===== config.mk =====
export PLATFORM = sky130hd
export DESIGN_NAME = websocket_frame_deframer_top
export DESIGN_NICKNAME = d
export VERILOG_FILES = /design/src/rtl/wsd_pkg.sv /design/src/rtl/websocket_frame_deframer_top.sv
export SDC_FILE = /design/constraint.sdc
export NUM_CORES = 1
export LEC_CHECK = 0
export BUFFER_PORTS_ARGS = -buffer_cell sky130_fd_sc_hd__buf_2
export CORE_MARGIN = 5
export CORE_UTILIZATION = 60
export CTS_BUF_LIST = sky130_fd_sc_hd__clkbuf_8
export CTS_CLUSTER_DIAMETER = 80
export CTS_CLUSTER_SIZE = 10
export DETAILED_ROUTE_END_ITERATION = 6
export HOLD_SLACK_MARGIN = 0.03
export PLACE_DENSITY = 0.83
export SLEW_MARGIN = 20
export SYNTH_ARGS = -nofsm -noshare
export SYNTH_HDL_FRONTEND = slang
export SYNTH_SLANG_ARGS = --single-unit

===== constraint.sdc =====
create_clock -name clk -period 4.86 [get_ports clk]
set_clock_uncertainty 0.15 [all_clocks]
set_input_delay 0.486 -clock clk [delete_from_list [all_inputs] [get_ports clk]]
set_output_delay 0.486 -clock clk [all_outputs]
set_load 0.02 [all_outputs]

===== src/rtl/wsd_pkg.sv =====
// Shared types and codes for the WebSocket frame deframer.
`timescale 1ns / 1ps
`default_nettype none

package wsd_pkg;

  localparam logic [3:0] OP_CLOSE = 4'h8;
  localparam logic [3:0] OP_PONG  = 4'hA;

  localparam logic [2:0] ST_OK       = 3'd0;
  localparam logic [2:0] ST_RSV      = 3'd1;
  localparam logic [2:0] ST_MASKED   = 3'd2;
  localparam logic [2:0] ST_LONG_LEN = 3'd3;
  localparam logic [2:0] ST_CLOSE    = 3'd4;
  localparam logic [2:0] ST_PONG_BAD = 3'd5;

  localparam logic [7:0] HDR_RSV_MASK = 8'h70;
  localparam logic [7:0] HDR_OP_MASK  = 8'h0F;
  localparam logic [6:0] LEN_EXT16    = 7'd126;
  localparam logic [6:0] LEN_EXT64    = 7'd127;

  localparam logic [7:0] ASCII_ZERO = 8'h30;
  localparam logic [7:0] ASCII_NINE = 8'h39;

  typedef struct packed {
    logic [2:0] status;
    logic       final_fragment;
    logic [3:0] frame_opcode;
    logic       payload_valid;
    logic       frame_end;
    logic [7:0] payload_byte;
  } wsd_res_t;

endpackage

`default_nettype wire


===== src/rtl/websocket_frame_deframer_top.sv =====
// Top level of the WebSocket frame deframer: header parse, payload tagging, pong check.
`timescale 1ns / 1ps
`default_nettype none

// Usage:
//   in_*  : one received byte per word, with resync and the expected ping
//           count riding along. A word with resync set clears the parser and
//           any error halt and gives no result.
//   out_* : one word per payload byte, tagged with opcode, FIN and status;
//           tlast marks the frame end. An empty frame gives one word with
//           payload_valid low and tlast high. Header errors give one word
//           with the error status and tlast low; the block then drops all
//           words until resync.
//   A result is registered into the output register, or into the skid
//   register while the output waits. Input words are taken at one word per
//   cycle while in_tready is high.
//   Stall: a two-entry output buffer (output register plus skid register)
//   lets in_tready stay high for one more result while the output waits; it
//   drops only when both entries are full.
//   Reset (rst_n low, synchronous): parser to first header byte, halt
//   cleared, output buffer emptied.
module websocket_frame_deframer_top (
  input  wire logic        clk,
  input  wire logic        rst_n,
  input  wire logic        in_tvalid,
  output logic             in_tready,
  input  wire logic [15:0] in_tdata,   // [7:0] in_byte, [14:8] expected_ping, [15] zero
  input  wire logic        in_tuser,   // [0] resync
  output logic             out_tvalid,
  input  wire logic        out_tready,
  output logic [7:0]       out_tdata,  // [7:0] payload_byte
  output logic             out_tlast,  // frame_end
  output logic [8:0]       out_tuser   // [0] payload_valid, [4:1] frame_opcode,
                                       // [5] final_fragment, [8:6] status
);
  import wsd_pkg::*;

  localparam logic [2:0] PH_HDR0    = 3'd0;
  localparam logic [2:0] PH_HDR1    = 3'd1;
  localparam logic [2:0] PH_EXT_HI  = 3'd2;
  localparam logic [2:0] PH_EXT_LO  = 3'd3;
  localparam logic [2:0] PH_PAYLOAD = 3'd4;

  logic [2:0]  phase_r, phase_nxt;
  logic [3:0]  opcode_r, opcode_nxt;
  logic        fin_r, fin_nxt;
  logic [7:0]  ext_hi_r, ext_hi_nxt;
  logic [15:0] bytes_left_r, bytes_left_nxt;
  logic [13:0] pong_r, pong_nxt;
  logic        digits_ok_r, digits_ok_nxt;
  logic        halted_r, halted_nxt;

  logic        out_valid_r, skid_valid_r;
  wsd_res_t    out_res_r, skid_res_r;

  logic        in_fire;
  logic        res_emit;
  wsd_res_t    res;
  logic [7:0]  in_byte;
  logic [6:0]  exp_ping;
  logic [6:0]  len_code;
  logic        start_len;
  logic [15:0] start_val;
  logic        end_frame;
  logic [2:0]  end_status;
  logic [15:0] dec_left;
  logic [13:0] pong_mac;

  assign in_byte   = in_tdata[7:0];
  assign exp_ping  = in_tdata[14:8];
  assign len_code  = in_byte[6:0];
  assign in_tready = !skid_valid_r;
  assign in_fire   = in_tvalid && in_tready;
  assign dec_left  = bytes_left_r - 16'd1;
  // pong*10 + digit, kept to 14 bits
  assign pong_mac  = (pong_r << 3) + (pong_r << 1) + 14'(in_byte - ASCII_ZERO);

  always_comb begin
    phase_nxt      = phase_r;
    opcode_nxt     = opcode_r;
    fin_nxt        = fin_r;
    ext_hi_nxt     = ext_hi_r;
    bytes_left_nxt = bytes_left_r;
    pong_nxt       = pong_r;
    digits_ok_nxt  = digits_ok_r;
    halted_nxt     = halted_r;
    res_emit       = 1'b0;
    res            = '0;
    start_len      = 1'b0;
    start_val      = '0;
    end_frame      = 1'b0;
    end_status     = ST_OK;

    unique case (phase_r)
      PH_HDR1: begin
        if (len_code == LEN_EXT16) begin
          start_val = '0;
        end else begin
          start_val = {9'd0, len_code};
        end
      end
      PH_EXT_LO: start_val = {ext_hi_r, in_byte};
      default:   start_val = '0;
    endcase

    if (in_fire) begin
      if (in_tuser) begin
        phase_nxt      = PH_HDR0;
        opcode_nxt     = '0;
        fin_nxt        = 1'b0;
        ext_hi_nxt     = '0;
        bytes_left_nxt = '0;
        pong_nxt       = '0;
        digits_ok_nxt  = 1'b1;
        halted_nxt     = 1'b0;
      end else if (!halted_r) begin
        unique case (phase_r)
          PH_HDR0: begin
            fin_nxt    = in_byte[7];
            opcode_nxt = 4'(in_byte & HDR_OP_MASK);
            if ((in_byte & HDR_RSV_MASK) != 8'd0) begin
              halted_nxt = 1'b1;
              res_emit   = 1'b1;
              res.status = ST_RSV;
            end else begin
              phase_nxt = PH_HDR1;
            end
          end
          PH_HDR1: begin
            priority if (in_byte[7]) begin
              halted_nxt = 1'b1;
              phase_nxt  = PH_HDR0;
              res_emit   = 1'b1;
              res.status = ST_MASKED;
            end else if (len_code == LEN_EXT64) begin
              halted_nxt = 1'b1;
              phase_nxt  = PH_HDR0;
              res_emit   = 1'b1;
              res.status = ST_LONG_LEN;
            end else if (len_code == LEN_EXT16) begin
              phase_nxt = PH_EXT_HI;
            end else begin
              start_len = 1'b1;
            end
          end
          PH_EXT_HI: begin
            ext_hi_nxt = in_byte;
            phase_nxt  = PH_EXT_LO;
          end
          PH_EXT_LO: start_len = 1'b1;
          PH_PAYLOAD: begin
            if (digits_ok_r && in_byte >= ASCII_ZERO && in_byte <= ASCII_NINE) begin
              pong_nxt = pong_mac;
            end else begin
              digits_ok_nxt = 1'b0;
            end
            bytes_left_nxt    = dec_left;
            end_frame         = (dec_left == 16'd0);
            res_emit          = 1'b1;
            res.payload_byte  = in_byte;
            res.payload_valid = 1'b1;
          end
          default: phase_nxt = PH_HDR0;
        endcase

        if (start_len) begin
          bytes_left_nxt = start_val;
          digits_ok_nxt  = (start_val == 16'd4);
          pong_nxt       = '0;
          if (start_val == 16'd0) begin
            end_frame         = 1'b1;
            res_emit          = 1'b1;
            res.payload_byte  = '0;
            res.payload_valid = 1'b0;
          end else begin
            phase_nxt = PH_PAYLOAD;
          end
        end

        if (end_frame) begin
          // status for a frame that ends now, using the opcode captured for it
          priority if (opcode_r == OP_CLOSE) begin
            end_status = ST_CLOSE;
          end else if (opcode_r == OP_PONG && digits_ok_nxt &&
                       pong_nxt != {7'd0, exp_ping}) begin
            end_status = ST_PONG_BAD;
          end else begin
            end_status = ST_OK;
          end
          phase_nxt     = PH_HDR0;
          res.frame_end = 1'b1;
          res.status    = end_status;
          if (end_status != ST_OK) begin
            halted_nxt = 1'b1;
          end
        end

        res.frame_opcode   = opcode_nxt;
        res.final_fragment = fin_nxt;
      end
    end
  end

  always_ff @(posedge clk) begin
    if (!rst_n) begin
      phase_r      <= PH_HDR0;
      opcode_r     <= '0;
      fin_r        <= 1'b0;
      ext_hi_r     <= '0;
      bytes_left_r <= '0;
      pong_r       <= '0;
      digits_ok_r  <= 1'b1;
      halted_r     <= 1'b0;
    end else begin
      phase_r      <= phase_nxt;
      opcode_r     <= opcode_nxt;
      fin_r        <= fin_nxt;
      ext_hi_r     <= ext_hi_nxt;
      bytes_left_r <= bytes_left_nxt;
      pong_r       <= pong_nxt;
      digits_ok_r  <= digits_ok_nxt;
      halted_r     <= halted_nxt;
    end
  end

  // output register plus skid entry
  always_ff @(posedge clk) begin
    if (!rst_n) begin
      out_valid_r  <= 1'b0;
      skid_valid_r <= 1'b0;
    end else begin
      if (res_emit) begin
        if (!out_valid_r || out_tready) begin
          out_valid_r <= 1'b1;
        end else begin
          skid_valid_r <= 1'b1;
        end
      end else if (out_valid_r && out_tready) begin
        out_valid_r  <= skid_valid_r;
        skid_valid_r <= 1'b0;
      end
    end
  end

  always_ff @(posedge clk) begin
    if (res_emit) begin
      if (!out_valid_r || out_tready) begin
        out_res_r <= res;
      end else begin
        skid_res_r <= res;
      end
    end else if (out_valid_r && out_tready && skid_valid_r) begin
      out_res_r <= skid_res_r;
    end
  end

  assign out_tvalid = out_valid_r;
  assign out_tdata  = out_res_r.payload_byte;
  assign out_tlast  = out_res_r.frame_end;
  assign out_tuser  = {out_res_r.status, out_res_r.final_fragment,
                       out_res_r.frame_opcode, out_res_r.payload_valid};

`ifndef SYNTH
  a_skid_needs_out: assert property (@(posedge clk) disable iff (!rst_n)
    skid_valid_r |-> out_valid_r)
    else $error("skid entry full while output register empty");

  a_halt_silent: assert property (@(posedge clk) disable iff (!rst_n)
    (halted_r && in_fire && !in_tuser) |-> !res_emit)
    else $error("result produced while halted");

  a_payload_count: assert property (@(posedge clk) disable iff (!rst_n)
    (phase_r == PH_PAYLOAD) |-> (bytes_left_r != 16'd0))
    else $error("payload phase with zero bytes left");

  a_empty_frame_end: assert property (@(posedge clk) disable iff (!rst_n)
    (res_emit && !res.payload_valid && res.status == ST_OK) |-> res.frame_end)
    else $error("empty ok result without frame end");

  a_error_halts: assert property (@(posedge clk) disable iff (!rst_n)
    (res_emit && res.status != ST_OK) |=> halted_r)
    else $error("error status without halt");
`endif

endmodule

`default_nettype wire


==> flow_summary.yaml, run 1 <==
cells_and_area:
  final_core_util_pct: 64.84
  antenna_cells: 0
  fin_nets: 675
  drive_gt1_share_pct: 13.65
  final_common_cell: "nand2_1"
  fillCellCount: 754
  final_cell_mix: "53 x nand2_1, 50 x dfxtp_1, 39 x buf_2"
  regArea_um2: 2082
  multiInputGateArea_um2: 3188
  area_growth_pct: 6.680
synthesis:
  synthDistinctLibCells: 81
  syn_nets: 653
  async_flop_share_pct: 0
  synthesis.instances: 603
  ys_seq_elements: 86
  yosys_warnings: 0
  ys.flop_type: "dfxtp_1"
  synth_edf_count: 36
  syn_avg_cell_area_um2: 9.225
  synth_seq_area_share_pct: 37.43
  syn-cell-area_um2: 5563
setup_path:
  timing_worst_setup_path_type: "primary input to flop"
  reg2reg_from: "pong_r[2]"
  startpoint: "in_tdata[4]"
  critPathMaxFanout: 8
  crit_slowest_cell: "o41ai_1"
  critPathMaxStageDelay_ns: 0.42
  worstPathCellList: "buf_2 -> ha_1 -> ha_1 -> inv_1 -> fa_1 -> ha_1 -> a21o_1 -> a31oi_1 -> a21oi_1 -> or4_1 -> o2111ai_1 -> and4_1 -> nand4_1 -> o41ai_1 -> a2111oi_0"
  worstReg2RegEnd: "skid_res_r[17]"
  required_ns: 4.80
  ff2ff_path_depth: 11
  crit_end: "skid_res_r[17]"
  end_kind: "flop"
  start_kind: "primary input"
  crit_top_cell: "ha_1"
  r2r_slack_ns: 0.89
  critical_path_arrival_ns: 4.34
grt:
  grtUsageTotal_pct: 24.22
  grt_first_pass_wirelength_mm: 22.18
  antenna_found_initial: 1
  overflow: 0
  grt_pass1_vias: 4541
  grt_max_degree: 51
placed_design:
  place_congestion: 0.9562
  io_buffer_count: 39
  hpwl_mm: 9.706
timing:
  worst_pin_slew_ns: 1.041
  finalSetupViolations: 0
  fin_crit_ns: 4.402
  fin_crit_sh_pct: 90.57
  hold_viol_final: 0
  max_slew_margin_pct: 30.03
  rsz0062_at_grt: "no"
  fin_tns_setup_ns: 0
  clock.fmax_mhz: 227.2
  slew_viol_final: 0
die:
  design.portCount: 41
  start_util_pct: 60.78
  die_y_um: 106.3
  rows: 35
  die-area_um2: 11300
  core_area_um2: 9153
  die_x_um: 106.3
detailed_routing:
  drtAntennaViolNets: 0
  drt_iter0_drc: 526
  viasPerCell: 6.455
  route.vias.total: 4783
  wl_mm: 13.39
  wire_per_inst_um: 18.07
  drt_first_pass_iters: 5
  drc: 0
clock_tree:
  clockBufferDepth: 2
  insertion_delay_ns: 0.37
  cts_buffers: 9
  ctsResizeCount: 0
  htreeDepth: 3
  path_clk_slew_ns: 0.10
  cts_sinks: 86
  cts_hold_buf: 0
  cts_tree: "done"
  post_cts_buffers: 0
  cts_root_buf: "clkbuf_8"
status:
  outcome: "finished, final reports clean"
flow_run:
  maxCapViolCount: 0
worst_hold_path:
  hp-class: "primary input to flop"
  min_from: "out_tready"
pwr:
  p_per_area_nw_per_um2: 263.4
  irDropWorstVdd_v: 0.0001302
  p_leak_nw: 2.284
-- synth_stat cells, types with 4 or more instances --
master | number | area [um^2]
a31oi_1 | 4 | 25.02
edfxtp_1 | 36 | 1081
nor2b_1 | 37 | 231.5
or3_1 | 4 | 25.02
nor3b_1 | 5 | 37.54
xor2_1 | 5 | 43.79
dfxtp_1 | 50 | 1001
nor2_1 | 30 | 112.6
nand4_1 | 4 | 25.02
xnor2_1 | 21 | 183.9
nand2b_1 | 5 | 31.28
clkbuf_1 | 20 | 75.07
and2_1 | 8 | 50.05
a22oi_1 | 31 | 232.7
nand2_1 | 53 | 198.9
nand3_1 | 11 | 55.05
inv_1 | 24 | 90.09
mux2i_1 | 8 | 80.08
buf_6 | 7 | 78.83
o211ai_1 | 5 | 37.54
ha_1 | 18 | 225.2
nor4_1 | 5 | 31.28
o21ai_0 | 36 | 180.2
nor3_1 | 21 | 105.1
a21o_1 | 14 | 105.1
o21ai_1 | 12 | 60.06
a21boi_0 | 8 | 60.06
buf_4 | 4 | 30.03
and3_1 | 8 | 50.05
a21oi_1 | 28 | 140.1
fa_1 | 11 | 220.2
-- worst max-delay path: cells and delay by family --
kind	cells	cell delay (ns)
adders and majority gates	4	1.41
and+or+nand+nor	3	0.81
buffers and inverters	2	0.27
AOI/OAI and AO/OA	6	1.34
-- flip-flops by register name (all words and copies together) (netlist names), 3 cells and up --
signal	cells
bytes_left_r	16
ext_hi_r	8
opcode_r	4
out_tdata	8
out_tuser	9
phase_r	3
pong_r	14
skid_res_r	18
-- power breakdown --
group          internal, W  switching (W)  leakage [nW]
clock network     0.000193       0.000291        0.0925
registers         0.000772      0.0000175         0.723
logic             0.000112       0.000177          1.47
-- layer usage --
| layer | up-vias | global-route usage, % | share of wire [%] | routed length (um) |
|---|---|---|---|---|
| met5 | - | 0 | 0.19 | 26 |
| met2 | 224 | 37.15 | 45 | 6003 |
| met4 | 2 | 9.806 | 2.8 | 381 |
| met1 | 2265 | 34.06 | 44 | 5916 |
| li1 | 2249 | - | - | - |
| met3 | 43 | 4.007 | 7.9 | 1063 |
-- how the worst min path moves through the flow --
stage,depth (start not counted),endpoint,slack (ns)
global route,3,skid_valid_r,0.29
CTS,3,skid_valid_r,0.30
finish,3,skid_valid_r,0.30
detailed placement,2,fin_r,0.33
floorplan,2,fin_r,0.29
global placement,2,fin_r,0.30
-- cell families after synthesis --
| kind of cell | synth area share [%] |
|---|---|
| and+or+nand+nor | 21.37 |
| AOI/OAI and AO/OA | 22.11 |
| DFF | 37.43 |
| buffers and inverters | 5.353 |
| adders and majority gates | 8.007 |
| xor gates and xnor gates | 4.094 |
| muxes | 1.642 |
-- layout make-up --
| type | instances | share of cell area (%) |
|---|---|---|
| Multi-Input combinational cell | 457 | 53.72 |
| Sequential cell | 86 | 35.08 |
| Timing Repair Buffer | 47 | 4.301 |
| Tap cell | 111 | 2.340 |
| Clock buffer | 9 | 2.087 |
| Inverter | 24 | 1.518 |
| Clock inverter | 7 | 0.9488 |
-- metrics by stage --
stage	area, um^2	power, W	setup WS (ns)	hold WS [ns]	cells
after floorplan	5563	0.001021	0.6213	0.2928	603
after global placement	5754	0.001081	0.3203	0.3048	725
after detailed placement	5754	0.001090	0.1639	0.3342	725
after CTS	5934	0.001562	0.5529	0.2968	741
after global routing	5934	0.001632	0.2626	0.2932	741
final	5934	0.001563	0.4583	0.2986	741
No activity file was read; power rests on OpenSTA's default activity.
==> run 2, diff against run 1 <==
--- a/config.mk
+++ b/config.mk
@@ -7,2 +7,3 @@
 export LEC_CHECK = 0
+export ABC_AREA = 1
 export BUFFER_PORTS_ARGS = -buffer_cell sky130_fd_sc_hd__buf_2
@@ -15,3 +16,3 @@
 export HOLD_SLACK_MARGIN = 0.03
-export PLACE_DENSITY = 0.83
+export PLACE_DENSITY = 0.84
 export SLEW_MARGIN = 20
==> constraint.sdc (replaced) <==
create_clock -name clk -period 4.86 [get_ports clk]
set_clock_uncertainty 0.15 [all_clocks]
set_input_delay 0.972 -clock clk [delete_from_list [all_inputs] [get_ports clk]]
set_output_delay 0.972 -clock clk [all_outputs]
set_load 0.02 [all_outputs]
==> run 2 against run 1 <==
  * Synthesized area decreased by 1.3%
  * Cell count rose by 22%
  * First-iteration DRC count fell by 14%
  * Largest power group unchanged
  * Total power decreased by 1.7%
  * Largest cell class unchanged
  * Fmax rose by 11%
  * Register-to-register slack better by 0.73 ns
  * Sequential share of layout area shrank 0.13 points
  * Utilization rose by 0.86 points
  * Setup slack gained 0.44 ns
  * Non-clock buffer count down 2
  * Combinational power is 25% lower
==> flow_summary.yaml, run 2 <==
cells_and_area:
  final_common_cell: "nand2_1"
  drive_gt1_share_pct: 10.43
  fin_nets: 841
  area_growth_pct: 8.428
  reg_top3: "skid_res_r (18), bytes_left_r (16), pong_r (14)"
  design_area_um2: 5956
  largest_register: "skid_res_r"
  largest_register_ffs: 18
  final_cell_mix: "195 x nand2_1, 99 x inv_1, 83 x nor2_1"
  antenna_cells: 0
clock_tree:
  cts_sinks: 86
  insertion_delay_ns: 0.37
  cts_hold_buf: 0
  cts_tree: "done"
  post_cts_buffers: 0
  cts_root_buf: "clkbuf_8"
  clockBufferDepth: 2
  htreeDepth: 3
  path_clk_slew_ns: 0.11
  cts_buffers: 9
  ctsResizeCount: 0
detailed_routing:
  route.vias.total: 5211
  drt_iter0_drc: 452
  drt_first_pass_iters: 6
  drc: 0
  drtAntennaViolNets: 0
  viasPerCell: 5.745
  wire_per_inst_um: 14.48
  wl_mm: 13.14
synthesis:
  synth.area.top_cells: "edfxtp_1 20%, dfxtp_1 18%, nand2_1 13%"
  synth_seq_area_share_pct: 37.90
  ys_seq_elements: 86
  async_flop_share_pct: 0
  synthesis.instances: 757
  ys.flop_type: "dfxtp_1"
  synth_edf_count: 36
  synth_most_common_cell: "nand2_1"
  netlist_top_cells_count: "195 x nand2_1, 99 x inv_1, 83 x nor2_1, 61 x a21oi_1, 51 x nand3_1"
  syn_avg_cell_area_um2: 7.256
  synthDistinctLibCells: 40
  syn_nets: 807
  post-synth-top-area-cell: "edfxtp_1"
  syn-cell-area_um2: 5493
  yosys_warnings: 0
  synth_top_area_share_pct: 19.68
timing:
  worst_slack_ns: 0.9022
  rsz0062_at_grt: "no"
  fin_crit_ns: 3.958
  fin_tns_setup_ns: 0
  clock.fmax_mhz: 252.7
  worst_pin_slew_ns: 0.7239
  fin_crit_sh_pct: 81.44
  slew_viol_final: 0
  finalSetupViolations: 0
  max_slew_margin_pct: 51.34
  hold_viol_final: 0
pwr:
  clkPwrFrac_pct: 35.3
  swShare_pct: 29.27
  seqPwrFrac_pct: 50.5
  irDropWorstVdd_v: 0.0002205
  power.switching_w: 0.0004499
  p_leak_nw: 2.565
  internal_power_w: 0.001087
  comb_power_share_pct: 14.2
  p_per_area_nw_per_um2: 258.1
die:
  design.portCount: 41
  core_area_um2: 9065
  die-area_um2: 11170
  start_util_pct: 60.59
  rows: 35
  die_x_um: 105.7
  die_y_um: 105.7
grt:
  grtUsageTotal_pct: 23.62
  grt_pass1_vias: 4763
  overflow: 0
  grt_first_pass_wirelength_mm: 21.75
  grt_max_degree: 45
  antenna_found_initial: 0
status:
  outcome: "finished, final reports clean"
setup_path:
  start_kind: "primary input"
  worstPathCellList: "buf_2 -> ha_1 -> ha_1 -> inv_1 -> fa_1 -> ha_1 -> nand2_1 -> inv_1 -> nand2_1 -> nand3_1 -> nand2_1 -> nand2_1 -> nand2_1 -> nand3_1 -> nand2_1 -> nand2_1 -> inv_1 -> nand2_1 -> nor2_1 -> nand2_1 -> nand2_1 -> nand2_1 -> nand2_2 -> nor2_1"
  critical_path_arrival_ns: 3.91
  end_kind: "flop"
  required_ns: 4.81
  timing_worst_setup_path_type: "primary input to flop"
  critPathBufInv: 4
  crit_top_cell: "nand2_1"
  crit_slowest_cell: "fa_1"
  cpLargestDelayFamily: "adder cells"
  r2r_slack_ns: 1.62
  critPathMaxStageDelay_ns: 0.44
  critPathMaxFanout: 5
worst_hold_path:
  hp-class: "flop to flop"
placed_design:
  placed_cell_area_um2: 5744
  place_congestion: 0.9415
  io_buffer_count: 39
  hpwl_mm: 9.735
  dpl_worst_slack_ns: 0.5406
flow_run:
  maxCapViolCount: 0
[run 2: layout make-up]
type                            count  area (um^2)
Tap cell                          111        138.9
Timing Repair Buffer               45        240.2
Multi-Input combinational cell    543         2885
Sequential cell                    86         2082
Clock inverter                      7        87.58
Clock buffer                        9        123.9
Inverter                          106        397.9
Fill cell                         742         3109
[run 2: per-stage QoR]
| step | power, W | hold slack, ns | utilization [%] | cells |
|---|---|---|---|---|
| 3_3_place_gp | 0.001000 | 0.2877 | 63.37 | 891 |
| 4_1_cts | 0.001537 | 0.3269 | 65.70 | 907 |
| 6_report | 0.001537 | 0.3246 | 65.70 | 907 |
| 2_1_floorplan | 0.0009450 | 0.2775 | - | 757 |
| 5_1_grt | 0.001604 | 0.3522 | 65.70 | 907 |
| 3_5_place_dp | 0.001007 | 0.3110 | 63.37 | 891 |
[run 2: logic make-up after synthesis]
logic type,after synthesis,synth area share (%)
DFF,86,37.90
AOI/OAI and AO/OA,118,11.87
buffers and inverters,128,9.567
adders and majority gates,29,8.109
xor gates and xnor gates,13,2.073
and+or+nand+nor,383,30.48
[run 2: routing by layer]
| metal | wire length [um] | part of all wire (%) | vias to the layer above | global-route usage (%) |
|---|---|---|---|---|
| li1 | - | - | 2556 | - |
| met1 | 5463 | 42 | 2368 | 30.08 |
| met2 | 6247 | 48 | 245 | 39.57 |
| met3 | 994 | 7.6 | 42 | 4.715 |
| met4 | 431 | 3.3 | 0 | 9.066 |
| met5 | 0 | 0 | - | 0 |
[run 2: power groups by stage]
stage	combinational [W]	clock, W	sequential [W]
after floorplan	0.000144	0	0.000801
after global placement	0.000208	0	0.000792
after detailed placement	0.000215	0	0.000792
after CTS	0.000216	0.000545	0.000776
after global routing	0.000242	0.000584	0.000778
final	0.000218	0.000543	0.000776
[run 2: final timing paths]
check               from              to  depth (start not counted)
min reg2reg   pong_r[13]      pong_r[13]                          2
max reg2reg   phase_r[2]   skid_res_r[0]                         12
min           pong_r[13]      pong_r[13]                          2
max          in_tdata[4]  skid_res_r[17]                         24
[run 2: tightest hold or removal path, cell delays in order, from the launching register on]
cell	delay (ns)
dfxtp_1	0.33
nand2_1	0.06
a21oi_1	0.05
==> run 3, diff against run 2 <==
- clock period: 4.86 -> 3.7 ns (I/O delays scaled with it)
==> run 3 against run 2 <==
  * Clock-buffer cell count grew 1
  * Total power up 32%
  * Register-to-register slack worse by 1.2 ns
  * Critical path depth unchanged
  * Non-clock buffer count grew 36
  * Via count up 4.3%
  * Utilization rose by 5.9 points
  * Clock power rose by 21%
  * Sequential cell count is the same
  * Wire length is 13% higher
==> flow_summary.yaml, run 3 (synthesis gave the netlist of run 2 again) <==
setup_path:
  r2r_slack_ns: 0.45
  critPathMaxFanout: 5
  worstPathCellList: "buf_6 -> buf_4 -> inv_2 -> ha_4 -> fa_1 -> ha_4 -> nand2_1 -> nor2_4 -> nand2_2 -> nand3_4 -> nand2_2 -> nand2_1 -> nand2_1 -> nand3_2 -> nand2_2 -> nand2_1 -> inv_1 -> nand2_1 -> nor2_1 -> nand2_1 -> nand2_2 -> nand2_2 -> nand2_2 -> nor2_2"
  critPathMaxStageDelay_ns: 0.58
  required_ns: 3.66
  critical_path_arrival_ns: 3.57
  end_kind: "flop"
  worstReg2RegEnd: "skid_res_r[17]"
  ff2ff_path_depth: 18
  start_kind: "primary input"
  timing_worst_setup_path_type: "primary input to flop"
  reg2reg_from: "pong_r[2]"
  crit_slowest_cell: "fa_1"
timing:
  finalSetupViolations: 0
  rsz0062_at_grt: "yes"
  max_slew_margin_pct: 42.92
  clock.fmax_mhz: 277.0
  worst_pin_slew_ns: 0.8492
  slew_viol_final: 0
  fin_crit_ns: 3.610
  fin_crit_sh_pct: 97.56
  hold_viol_final: 0
die:
  start_util_pct: 60.59
  die_x_um: 105.7
  die-area_um2: 11170
  die_y_um: 105.7
  design.portCount: 41
  core_area_um2: 9065
  rows: 35
detailed_routing:
  route.vias.total: 5434
  drtAntennaViolNets: 0
  drt_iter0_drc: 389
  wire_per_inst_um: 15.71
  drt_first_pass_iters: 5
  drc: 0
  wl_mm: 14.82
  viasPerCell: 5.762
worst_hold_path:
  hp-class: "flop to flop"
  hold_end: "halted_r"
  min_from: "halted_r"
  min_path_cells: 2
cells_and_area:
  final_cells: 943
  area_growth_pct: 18.25
  fin_nets: 877
  largest_register: "skid_res_r"
  antenna_cells: 0
  final_core_util_pct: 71.65
  largest_register_ffs: 18
  final_common_cell: "nand2_1"
  drive_gt1_share_pct: 20.07
  reg_top3: "skid_res_r (18), bytes_left_r (16), pong_r (14)"
  final_cell_mix: "181 x nand2_1, 93 x inv_1, 79 x nor2_1"
clock_tree:
  cts_root_buf: "clkbuf_8"
  cts_buffers: 9
  cts_tree: "done"
  cts_hold_buf: 0
  htreeDepth: 3
  insertion_delay_ns: 0.38
  path_clk_slew_ns: 0.10
  clockBufferDepth: 2
  cts_sinks: 86
grt:
  antenna_found_initial: 0
  grtUsageTotal_pct: 25.76
  grt_max_degree: 31
  overflow: 0
  grt_first_pass_wirelength_mm: 23.29
  grt_pass1_vias: 4994
status:
  outcome: "finished, final reports clean"
pwr:
  p_leak_nw: 2.743
  p_per_area_nw_per_um2: 311.3
  irDropWorstVdd_v: 0.0002174
placed_design:
  place_congestion: 0.9273
  dp.cells: 925
  io_buffer_count: 39
  hpwl_mm: 10.72
flow_run:
  maxCapViolCount: 0
[run 3: cell types whose count changed in the layout (fill, tap and decap cells not counted), sizes merged]
cell    previous run  this run
inv              108       107
bufinv             1         0
clkinv             2         3
buf               45        81
clkbuf             9        10
[run 3: worst max path at each step]
stage / from / to / slack (ns)
finish: in_tdata[5] / skid_res_r[17] / 0.09
global route: in_tdata[5] / skid_res_r[17] / -0.07
detailed placement: in_tdata[4] / out_tuser[8] / -0.41
floorplan: in_tdata[4] / out_tuser[6] / 0.04
global placement: in_tdata[4] / out_tuser[8] / -0.34
CTS: in_tdata[4] / out_tuser[6] / 0.05
[run 3: routing by layer]
| layer | vias to the layer above | share of wire (%) | track usage [%] |
|---|---|---|---|
| li1 | 2620 | - | - |
| met1 | 2527 | 41 | 33.84 |
| met2 | 245 | 48 | 41.89 |
| met3 | 42 | 7.6 | 4.899 |
| met4 | 0 | 3.4 | 10.36 |
| met5 | - | 0 | 0 |
[run 3: area by class of cell]
class	count	area, um^2
Clock buffer	10	137.6
Clock inverter	6	52.55
Fill cell	698	2570
Inverter	106	402.9
Multi-Input combinational cell	543	3146
Sequential cell	86	2082
Tap cell	111	138.9
Timing Repair Buffer	81	535.5
[run 3: report_power, final]
part | switching, W | internal, W
sequential | 0.0000115 | 0.00101
clock | 0.000383 | 0.000273
combinational | 0.000219 | 0.000128
total | 0.000613 | 0.00141
[run 3: stage by stage]
step | setup slack [ns] | TNS, ns | hold slack, ns | instance area (um^2) | power [W]
after floorplan | 0.03952 | 0 | 0.2775 | 5498 | 0.001242
after global placement | -0.3406 | -1.610 | 0.2898 | 6017 | 0.001340
after detailed placement | -0.4069 | -1.955 | 0.2977 | 6017 | 0.001351
after CTS | 0.04879 | 0 | 0.3120 | 6210 | 0.001982
after global routing | -0.07075 | -0.2352 | 0.3324 | 6495 | 0.002102
final | 0.09026 | 0 | 0.3132 | 6495 | 0.002022
[run 3: timing repair]
| action | CTS | global route |
|---|---|---|
| hold endpoints to repair | 0 | 0 |
| resized for setup | 1 | 58 |
| pin swaps | 0 | 28 |
| setup endpoints to repair | 3 | 5 |
| buffers inserted | 0 | 2 |
[run 3: critical path, delay by kind of cell]
family	cells	cell delay (ns)
adders and majority gates	3	1.03
and+or+nand+nor	17	1.39
buffers and inverters	4	0.38
